[src/hw/rtl/rbd_pkg.sv]
// ----------------------------------------------------------------------------
// rbd_pkg
// Shared types and constants for the ring buffer deque.
// ----------------------------------------------------------------------------
package rbd_pkg;

   // Capacity must stay a power of two: slot arithmetic wraps by truncation.
   localparam int DEPTH        = 16;
   localparam int ELEMENT_BITS = 32;
   localparam int SLOT_BITS    = $clog2(DEPTH);
   localparam int COUNT_BITS   = SLOT_BITS + 1;
   localparam int MODE_BITS    = 3;
   localparam int POS_BITS     = 4;
   localparam int STATUS_BITS  = 2;

   typedef enum logic [MODE_BITS-1:0] {
      MODE_PUSH_FRONT = 3'd0,
      MODE_PUSH_BACK  = 3'd1,
      MODE_POP_FRONT  = 3'd2,
      MODE_POP_BACK   = 3'd3,
      MODE_READ       = 3'd4,
      MODE_OVERWRITE  = 3'd5
   } mode_type;

   typedef enum logic [STATUS_BITS-1:0] {
      ST_OK    = 2'd0,
      ST_FULL  = 2'd1,
      ST_EMPTY = 2'd2,
      ST_RANGE = 2'd3
   } status_type;

   // Where the result element comes from.
   typedef enum logic [1:0] {
      SRC_ZERO  = 2'd0,
      SRC_VALUE = 2'd1,
      SRC_RAM   = 2'd2
   } elem_src_type;

   typedef enum logic [1:0] {
      FSM_IDLE = 2'd0,
      FSM_EXEC = 2'd1,
      FSM_RESP = 2'd2
   } fsm_state_type;

   // Controller to datapath commands.
   typedef struct packed {
      logic capture;   // latch the request beat
      logic exec;      // perform the operation
   } dp_cmd_type;

endpackage

[src/hw/rtl/ring_buffer_deque.sv]
// ----------------------------------------------------------------------------
// ring_buffer_deque
// Fixed-capacity double-ended queue in a circular 16-entry store.
// ----------------------------------------------------------------------------
// Sequence: a request beat is captured, then executed; the registered RAM
//   read lands as the response is shown.
// One operation is in flight at a time: no new request beat is taken until
//   the response has been taken, set by the single RAM read port and the
//   head/count update of each operation.
// Reset: synchronous, active high; clears head, count and sequencer state.
//   Storage is not cleared; only entries inside the held range are read.
// ----------------------------------------------------------------------------
module ring_buffer_deque (
   input  logic                                clock,
   input  logic                                reset,
   // request channel
   input  logic                                req_valid,
   output logic                                req_stall,
   input  logic [rbd_pkg::MODE_BITS-1:0]       req_mode,
   input  logic [rbd_pkg::POS_BITS-1:0]        req_position,
   input  logic [rbd_pkg::ELEMENT_BITS-1:0]    req_value,
   // response channel
   output logic                                rsp_valid,
   input  logic                                rsp_stall,
   output logic [rbd_pkg::ELEMENT_BITS-1:0]    rsp_element,
   output logic [rbd_pkg::COUNT_BITS-1:0]      rsp_count,
   output logic [rbd_pkg::STATUS_BITS-1:0]     rsp_status
);

   // Commands from the sequencer: capture latches the request beat,
   // exec applies it to head, count and storage.
   rbd_pkg::dp_cmd_type cmd;

   rbd_ctrl u_ctrl (
      .clock     (clock),
      .reset     (reset),
      .req_valid (req_valid),
      .req_stall (req_stall),
      .rsp_valid (rsp_valid),
      .rsp_stall (rsp_stall),
      .cmd       (cmd)
   );

   // Datapath keeps the head slot and fill count; the response fields are
   // all driven from registers, so they hold steady while stalled.
   rbd_datapath u_dp (
      .clock        (clock),
      .reset        (reset),
      .cmd          (cmd),
      .req_mode     (req_mode),
      .req_position (req_position),
      .req_value    (req_value),
      .rsp_element  (rsp_element),
      .rsp_count    (rsp_count),
      .rsp_status   (rsp_status)
   );

   // Any error status carries a zero element.
   a_err_zero: assert property (@(posedge clock) disable iff (reset)
      rsp_valid && (rsp_status != rbd_pkg::ST_OK) |-> rsp_element == '0)
      else $error("error response with nonzero element");

   // Count never exceeds capacity.
   a_count_cap: assert property (@(posedge clock) disable iff (reset)
      rsp_count <= rbd_pkg::COUNT_BITS'(rbd_pkg::DEPTH))
      else $error("fill count above capacity");

   // One operation in flight: no request taken while a response is pending.
   a_one_inflight: assert property (@(posedge clock) disable iff (reset)
      rsp_valid |-> req_stall)
      else $error("request accepted while response pending");

   // An accepted request is executed, then shows its response.
   a_latency: assert property (@(posedge clock) disable iff (reset)
      req_valid && !req_stall |=> ##1 rsp_valid)
      else $error("response not presented on time");

endmodule

[src/hw/rtl/rbd_ram.sv]
// ----------------------------------------------------------------------------
// rbd_ram
// Generic single-write, single-read RAM with registered, read-first output.
// ----------------------------------------------------------------------------
module rbd_ram #(
   parameter int WIDTH = 32,
   parameter int DEPTH = 16
) (
   input  logic                     clock,
   input  logic                     wr_en,
   input  logic [$clog2(DEPTH)-1:0] wr_addr,
   input  logic [WIDTH-1:0]         wr_data,
   input  logic                     rd_en,
   input  logic [$clog2(DEPTH)-1:0] rd_addr,
   output logic [WIDTH-1:0]         rd_data
);

   logic [WIDTH-1:0] mem_ff [DEPTH];
   logic [WIDTH-1:0] rd_data_ff;

   always_ff @(posedge clock) begin
      if (wr_en) begin
         mem_ff[wr_addr] <= wr_data;
      end
      if (rd_en) begin
         rd_data_ff <= mem_ff[rd_addr];   // old data on same-address write
      end
   end

   assign rd_data = rd_data_ff;

endmodule

[src/hw/rtl/rbd_ctrl.sv]
// ----------------------------------------------------------------------------
// rbd_ctrl
// Sequencer: accept a beat, execute it, hold the response until taken.
// ----------------------------------------------------------------------------
module rbd_ctrl (
   input  logic                clock,
   input  logic                reset,
   input  logic                req_valid,
   output logic                req_stall,
   output logic                rsp_valid,
   input  logic                rsp_stall,
   output rbd_pkg::dp_cmd_type cmd
);

   rbd_pkg::fsm_state_type state_ff, state_in;

   always_ff @(posedge clock) begin
      if (reset) begin
         state_ff <= rbd_pkg::FSM_IDLE;
      end else begin
         state_ff <= state_in;
      end
   end

   always_comb begin
      state_in = state_ff;
      case (state_ff)
         rbd_pkg::FSM_IDLE: begin
            if (req_valid) state_in = rbd_pkg::FSM_EXEC;
         end
         rbd_pkg::FSM_EXEC: begin
            state_in = rbd_pkg::FSM_RESP;
         end
         rbd_pkg::FSM_RESP: begin
            if (!rsp_stall) state_in = rbd_pkg::FSM_IDLE;
         end
         default: begin
            state_in = rbd_pkg::FSM_IDLE;
         end
      endcase
   end

   always_comb begin
      req_stall   = 1'b1;
      rsp_valid   = 1'b0;
      cmd.capture = 1'b0;
      cmd.exec    = 1'b0;
      case (state_ff)
         rbd_pkg::FSM_IDLE: begin
            req_stall   = 1'b0;
            cmd.capture = req_valid;
         end
         rbd_pkg::FSM_EXEC: begin
            cmd.exec = 1'b1;
         end
         rbd_pkg::FSM_RESP: begin
            rsp_valid = 1'b1;
         end
         default: begin
            req_stall = 1'b1;
         end
      endcase
      // no request is taken while in reset
      if (reset) begin
         req_stall   = 1'b1;
         cmd.capture = 1'b0;
      end
   end

endmodule

[src/hw/rtl/rbd_datapath.sv]
// ----------------------------------------------------------------------------
// rbd_datapath
// Head pointer, fill count, request latch and storage access.
// ----------------------------------------------------------------------------
module rbd_datapath (
   input  logic                                clock,
   input  logic                                reset,
   input  rbd_pkg::dp_cmd_type                 cmd,
   input  logic [rbd_pkg::MODE_BITS-1:0]       req_mode,
   input  logic [rbd_pkg::POS_BITS-1:0]        req_position,
   input  logic [rbd_pkg::ELEMENT_BITS-1:0]    req_value,
   output logic [rbd_pkg::ELEMENT_BITS-1:0]    rsp_element,
   output logic [rbd_pkg::COUNT_BITS-1:0]      rsp_count,
   output logic [rbd_pkg::STATUS_BITS-1:0]     rsp_status
);

   logic [rbd_pkg::MODE_BITS-1:0]    mode_ff;
   logic [rbd_pkg::POS_BITS-1:0]     position_ff;
   logic [rbd_pkg::ELEMENT_BITS-1:0] value_ff;

   logic [rbd_pkg::SLOT_BITS-1:0]  head_ff, head_in;
   logic [rbd_pkg::COUNT_BITS-1:0] count_ff, count_in;
   rbd_pkg::status_type            status_ff, status_in;
   rbd_pkg::elem_src_type          src_ff, src_in;

   logic                             ram_wr, ram_rd;
   logic [rbd_pkg::SLOT_BITS-1:0]    ram_addr;
   logic [rbd_pkg::ELEMENT_BITS-1:0] ram_q;

   logic                           is_full, is_empty, in_range;
   logic [rbd_pkg::SLOT_BITS-1:0]  slot_back, slot_last, slot_pos, head_dec, head_inc;

   always_ff @(posedge clock) begin
      if (cmd.capture) begin
         mode_ff     <= req_mode;
         position_ff <= req_position;
         value_ff    <= req_value;
      end
   end

   always_ff @(posedge clock) begin
      if (reset) begin
         head_ff   <= '0;
         count_ff  <= '0;
         status_ff <= rbd_pkg::ST_OK;
         src_ff    <= rbd_pkg::SRC_ZERO;
      end else if (cmd.exec) begin
         head_ff   <= head_in;
         count_ff  <= count_in;
         status_ff <= status_in;
         src_ff    <= src_in;
      end
   end

   // Slot math wraps modulo DEPTH by truncation.
   assign is_full   = (count_ff == rbd_pkg::COUNT_BITS'(rbd_pkg::DEPTH));
   assign is_empty  = (count_ff == '0);
   assign in_range  = ({1'b0, position_ff} < count_ff);
   assign slot_back = head_ff + count_ff[rbd_pkg::SLOT_BITS-1:0];
   assign slot_last = slot_back - 1'b1;
   assign slot_pos  = head_ff + position_ff;
   assign head_dec  = head_ff - 1'b1;
   assign head_inc  = head_ff + 1'b1;

   always_comb begin
      head_in   = head_ff;
      count_in  = count_ff;
      status_in = rbd_pkg::ST_OK;
      src_in    = rbd_pkg::SRC_ZERO;
      ram_wr    = 1'b0;
      ram_rd    = 1'b0;
      ram_addr  = head_ff;
      case (rbd_pkg::mode_type'(mode_ff))
         rbd_pkg::MODE_PUSH_FRONT: begin
            if (is_full) begin
               status_in = rbd_pkg::ST_FULL;
            end else begin
               head_in  = head_dec;
               count_in = count_ff + 1'b1;
               ram_wr   = cmd.exec;
               ram_addr = head_dec;
               src_in   = rbd_pkg::SRC_VALUE;
            end
         end
         rbd_pkg::MODE_PUSH_BACK: begin
            if (is_full) begin
               status_in = rbd_pkg::ST_FULL;
            end else begin
               count_in = count_ff + 1'b1;
               ram_wr   = cmd.exec;
               ram_addr = slot_back;
               src_in   = rbd_pkg::SRC_VALUE;
            end
         end
         rbd_pkg::MODE_POP_FRONT: begin
            if (is_empty) begin
               status_in = rbd_pkg::ST_EMPTY;
            end else begin
               head_in  = head_inc;
               count_in = count_ff - 1'b1;
               ram_rd   = cmd.exec;
               ram_addr = head_ff;
               src_in   = rbd_pkg::SRC_RAM;
            end
         end
         rbd_pkg::MODE_POP_BACK: begin
            if (is_empty) begin
               status_in = rbd_pkg::ST_EMPTY;
            end else begin
               count_in = count_ff - 1'b1;
               ram_rd   = cmd.exec;
               ram_addr = slot_last;
               src_in   = rbd_pkg::SRC_RAM;
            end
         end
         rbd_pkg::MODE_READ: begin
            if (!in_range) begin
               status_in = rbd_pkg::ST_RANGE;
            end else begin
               ram_rd   = cmd.exec;
               ram_addr = slot_pos;
               src_in   = rbd_pkg::SRC_RAM;
            end
         end
         rbd_pkg::MODE_OVERWRITE: begin
            if (!in_range) begin
               status_in = rbd_pkg::ST_RANGE;
            end else begin
               ram_rd   = cmd.exec;
               ram_wr   = cmd.exec;
               ram_addr = slot_pos;
               src_in   = rbd_pkg::SRC_RAM;
            end
         end
         default: begin
            status_in = rbd_pkg::ST_OK;   // unused codes: no effect
         end
      endcase
   end

   rbd_ram #(
      .WIDTH (rbd_pkg::ELEMENT_BITS),
      .DEPTH (rbd_pkg::DEPTH)
   ) u_storage (
      .clock   (clock),
      .wr_en   (ram_wr),
      .wr_addr (ram_addr),
      .wr_data (value_ff),
      .rd_en   (ram_rd),
      .rd_addr (ram_addr),
      .rd_data (ram_q)
   );

   always_comb begin
      case (src_ff)
         rbd_pkg::SRC_VALUE: rsp_element = value_ff;
         rbd_pkg::SRC_RAM:   rsp_element = ram_q;
         default:            rsp_element = '0;
      endcase
   end

   assign rsp_count  = count_ff;
   assign rsp_status = status_ff;

endmodule

[config.mk]
export PLATFORM = sky130hd
export DESIGN_NAME = ring_buffer_deque
export DESIGN_NICKNAME = d
export VERILOG_FILES = /design/src/hw/rtl/rbd_pkg.sv /design/src/hw/rtl/ring_buffer_deque.sv /design/src/hw/rtl/rbd_ram.sv /design/src/hw/rtl/rbd_ctrl.sv /design/src/hw/rtl/rbd_datapath.sv
export SDC_FILE = /design/constraint.sdc
export NUM_CORES = 1
export LEC_CHECK = 0
export BUFFER_PORTS_ARGS = -buffer_cell sky130_fd_sc_hd__buf_2
export CAP_MARGIN = 20
export CORE_MARGIN = 2
export CORE_UTILIZATION = 50
export DETAILED_ROUTE_END_ITERATION = 6
export HOLD_SLACK_MARGIN = 0.1
export PLACE_DENSITY = 0.65
export RECOVER_POWER = 100
export SLEW_MARGIN = 20
export SYNTH_ARGS = -nofsm -noshare
export SYNTH_HDL_FRONTEND = slang
export SYNTH_SLANG_ARGS = --single-unit
export TNS_END_PERCENT = 10
[constraint.sdc]
create_clock -name clock -period 6.45 [get_ports clock]
set_input_delay 0 -clock clock [delete_from_list [all_inputs] [get_ports clock]]
set_output_delay 0 -clock clock [all_outputs]
set_load 0.02 [all_outputs]
# Word level (Yosys, flattened, before mapping)
# Memory sizes are Yosys's and may differ from the RTL's. A register that Yosys moved wholly into a read port is not among the register bits.
# Cells that the tools add are included.
[totals]
register_bits = 54
ram_bits = 512
inputBits = 43
output_inout_bits = 41
mem_count = 1
[mem_list]
columns = ["memory", "words", "word_bits", "read_ports", "rd_clocked_by_memory_dff", "write_ports", "line_no", "text"]
rows = [
  ["u_dp.u_storage.mem_ff", 16, 32, 1, 1, 1, "rbd_ram.sv:18", "logic [WIDTH-1:0] mem_ff [DEPTH];"],
]
[op_classes]
add_sub_neg = 7
magnitude_cmp = 1
n_eq_ne = 15
n_mux = 35
reduce_logical = 11
[ops]
columns = ["cell", "count"]
rows = [
  ["32-bit one-hot mux with 2 select lines", 1],
  ["4-bit two-way mux", 5],
  ["2-bit one-hot mux with 3 select lines", 3],
  ["4-bit one-hot mux with 4 select lines", 1],
  ["1-bit two-way mux", 13],
  ["2-bit two-way mux", 6],
  ["5-bit two-way mux", 2],
  ["2-bit != test, second input constant", 5],
  ["5-bit one-hot mux with 2 select lines", 1],
  ["4-bit adder", 2],
  ["4-bit one-hot mux with 2 select lines", 1],
  ["4-bit by 1-bit subtractor with 4-bit output, second input constant", 2],
  ["3-bit by 2-bit == test with 1-bit output, second input constant", 2],
  ["3-bit == test, second input constant", 2],
  ["2-bit OR reduction", 3],
  ["5-bit by 1-bit adder with 5-bit output, second input constant", 1],
  ["5-bit == test, second input constant", 1],
  ["5-bit zero test", 1],
  ["4-bit by 5-bit < comparator with 1-bit output", 1],
  ["5-bit by 1-bit subtractor with 5-bit output, second input constant", 1],
  ["4-bit by 1-bit adder with 4-bit output, second input constant", 1],
  ["2-bit by 1-bit == test with 1-bit output, second input constant", 2],
  ["2-bit == test, second input constant", 2],
  ["1-bit one-hot mux with 2 select lines", 2],
  ["other kinds (7)", 8],
]

# Longest topological paths before layout
[logic_depth]
depth_word = 6
depth_mapped = 16
depth_no_buf = 13

# By module
# A second synthesis with hierarchy kept.
[unflattened]
cells_unflattened = 1153
area_unflattened_um2 = 23339.9
[by_module_without_submodules]
columns = ["mod", "instances", "cells_each", "area_per_inst_um2", "seq_area_each_um2"]
rows = [
  ["rbd_ram", 1, 838, 20155.6, 16335.7],
  ["rbd_datapath", 1, 303, 3085.5, 1431.4],
  ["rbd_ctrl", 1, 12, 98.8, 40.0],
]

# Worst setup path after synthesis
# OpenSTA, ideal clock, no wires.
[synth_timing]
kind = "register -> register"
from = "register u_dp.count_ff (netlist bit u_dp.rsp_count[0])"
to = "memory u_dp.u_storage.mem_ff[0][0] (enable)"
setup_ns = 0.461
arrival_time_ns = 5.186
slack_ns = 0.803
path_stages_with_launch = 16
cell_sequence = "dfxtp_1 -> ha_1 -> fa_1 -> inv_1 -> ha_1 -> xor3_1 -> nor2_1 -> a211o_1 -> o311a_1 -> and3_1 -> buf_2 -> buf_6 -> buf_6 -> buf_6 -> nand3_1 -> nor3_1"
[synth_between]
elab_chain_cells = 5
elab_cells_between_ends = 15
[synth_lines]
columns = ["item", "line_no", "text"]
rows = [
  ["start: declaration", "rbd_datapath.sv:22", "logic [rbd_pkg::COUNT_BITS-1:0] count_ff, count_in;"],
  ["start signal: assignment", "rbd_datapath.sv:49", "count_ff <= count_in;"],
  ["branches (longest 5 deep; another with 4-bit adder)", "--", ""],
  ["end: declaration", "rbd_ram.sv:18", ""],
]
# Parallel ways; which one is timed is not known.

# Final worst setup path
[layout_timing]
from = "register u_dp.count_ff (netlist bit u_dp.rsp_count[1])"
to = "memory u_dp.u_storage.mem_ff[12][21] (enable)"
# Same word-level chain as after synthesis.

==> flow_summary.yaml <==
drt:
  firstDrtPassIters: 5
  vias_per_cell: 5.998
  routed_wl_um: 58830
  drtIter0Drc: 1489
  drcViolationCount: 0
  vias: 14936
  ant_nets: 0
  wl_per_cell_um: 23.63
sta:
  post-route-period-util: 0.8293
  setup_viol: 0
  fin_crit_ns: 5.349
  tightestPinTransition_ns: 2.883
  slew_headroom: -0.9222
  fin_skew_ns: 0.01585
  setup_tns_ns: 0
  slew_violations: 107
  layout_setup_ws_ns: 1.101
  rsz0062_at_grt: "false"
  clock.fmax_ghz: 0.1870
  hold_viol: 0
worst_setup_path:
  cp-startpoint: "u_dp.rsp_count[1]$_SDFFE_PP0P_"
  arrival_ns: 5.58
  worstSetupStartpointType: "flip-flop"
  crit_type: "reg2reg"
  r2r-start: "u_dp.rsp_count[1]$_SDFFE_PP0P_"
  worstPathRequired_ns: 6.69
  end_kind: "flip-flop"
  cp_max_fo: 117
logic_synthesis:
  syn-cell-area_um2: 24240
  synth_seq_cells: 598
  yosysWarnings: 0
  synth_area_leaders: "edfxtp_1, a21oi_1, nand2_1"
  ys_types: 52
  yosysSeqAreaShare: 0.7347
  synthFlopType: "edfxtp_1"
  syn_nets: 1735
  synth_top_area_share: 0.7223
  synth.avg_cell_area_um2: 14.50
  synth.largest_area_cell: "edfxtp_1"
  synth_edf_count: 583
  synthCells: 1672
  synth-async-reset-ratio: 0
layout:
  utilization: 0.5863
  area_growth_syn_to_layout_pct: 15.49
  final_cell_mix: "edfxtp_1, a21oi_1, nand2_1"
  finalInstanceArea_um2: 27990
  diodes: 0
  layout_commonest_cell: "edfxtp_1"
  drive_gt1_frac: 0.1104
  nets: 1888
clocking:
  cts_max_path_buffers: 3
  htreeDepth: 2
  cts_resized: 0
  cts-root-buf: "clkbuf_16"
  insertion_delay_ns: 0.62
  cts_tree: "yes"
  clock_sinks: 598
  numCtsBuffers: 60
  clkTransAtPathRegs_ns: 0.06
floorplan:
  core_area_um2: 47750
  die_w_um: 224.2
  die-height_um: 224.2
  die_area_um2: 50250
  io_pins: 84
  start_util: 0.5077
  fp-row-count: 80
power_and_ir_drop:
  powerDensity_nw_per_um2: 301.4
  peakVddDrop_uv: 217.3
  total_power_mw: 8.437
  p_leak_nw: 9.086
placed_design:
  dp.final_hpwl_um: 32130
  gp_congestion: 0.8209
  io_buffer_count: 83
  place_area_um2: 25420
  place_ws_ns: 1.810
outcome:
  violations: "max-capacitance violations, max-slew violations"
  status: "complete, but fails checks"
grt:
  grt_antenna_before_repair: 0
  grt_pass1_vias: 14952
  grt_pass1_wl_um: 90170
  grt_overflow: 0
  grt_max_degree: 118
  gr-usage-all-layers: 0.2374
worst_hold_path:
  worstHoldPathType: "in2reg"
  worstHoldStart: "reset"
job:
  maxCapViolations: 3
flip-flops by register name, summed over array words and instances, names as in the netlist:
register	cells
u_ctrl.state_ff	2
u_dp.head_ff	4
u_dp.mode_ff	3
u_dp.position_ff	4
u_dp.rsp_count	5
u_dp.rsp_status	2
u_dp.src_ff	2
u_dp.u_storage.mem_ff	512
u_dp.u_storage.rd_data	32
u_dp.value_ff	32
metrics by stage:
stage | std cells | hold WS [ns]
floorplan | 1672 | 0.06907
global placement | 2295 | 0.1766
detailed placement | 2295 | 0.1781
CTS | 2490 | 0.2786
global route | 2490 | 0.3334
finish | 2490 | 0.3310
cell families (layout without fill, tap and decap cells):
group	Yosys count	count (layout)	synth area share
AO/OA/AOI/OAI	513	513	0.1386
flip-flops	598	598	0.7347
AND/OR/NAND/NOR	318	318	0.05446
buffers and inverters	137	340	0.02571
adder cells (fa/ha/maj)	20	20	0.01125
XOR/XNOR	16	16	0.006401
multiplexers	70	70	0.02896
routing by layer:
layer  vias to the layer above  global-route usage  wire length, µm
li1                       6792                   -                -
met1                      7498              0.3278            25080
met2                       551              0.3930            28430
met3                        95             0.03686             3785
met4                         0             0.07028             1527
met5                         -                   0                0
synthesized netlist by cell type (6+ instances only):
cell	n
a22oi_1	67
nor2_1	59
a21o_1	6
edfxtp_1	583
o21ai_0	19
nor3_1	21
nand2b_1	6
buf_2	21
xor2_1	7
inv_1	15
buf_6	9
mux2i_1	69
xnor2_1	8
o21ai_1	59
dfxtp_1	15
a221oi_1	68
nand2_1	204
ha_1	17
buf_1	8
a21oi_1	242
clkbuf_1	80
a221oi_2	27
what timing repair did:
action                    in CTS  in global routing
hold endpoints to repair      54                  0
hold buffers                  83                  0
buffers inserted               0                  0
critical path, cell delays in order (launching register included):
cell and delay (ns):
dfxtp_1 0.43, nor4_1 1.01, a21boi_0 0.40, xnor2_1 0.24, o311a_1 0.37, nand3_4 0.54
buf_12 0.53, nand3b_1 0.31, nor3_2 0.23, clkbuf_1 0.82
path summary, 6_finish.rpt:
check                                                                to  slack (ns)  cells past startpoint
worst max-delay path            u_dp.u_storage.mem_ff[12][21]$_DFFE_PP_        1.10                      9
worst min-delay path                     u_dp.rsp_count[1]$_SDFFE_PP0P_        0.33                      3
worst max register to register  u_dp.u_storage.mem_ff[12][21]$_DFFE_PP_        1.10                      9
worst min register to register          u_dp.rsp_status[1]$_SDFFE_PP0P_        0.51                      2
final cells by class:
class / instances / area, µm²
fillers: 3748 / 19750
clock inverters: 42 / 426.7
flip-flops and latches: 598 / 17810
clock buffers: 70 / 1539
well taps: 615 / 769.5
inverters: 15 / 56.30
multi-input cells: 937 / 5863
repair buffers: 213 / 1530
report_power, final:
group	total [mW]	switching, mW	leakage, nW	internal [mW]
logic	0.623	0.398	2.76	0.225
registers	4.34	0.0509	5.38	4.29
clock network	3.47	1.48	0.948	1.99
(Power assumes the default switching activity.)
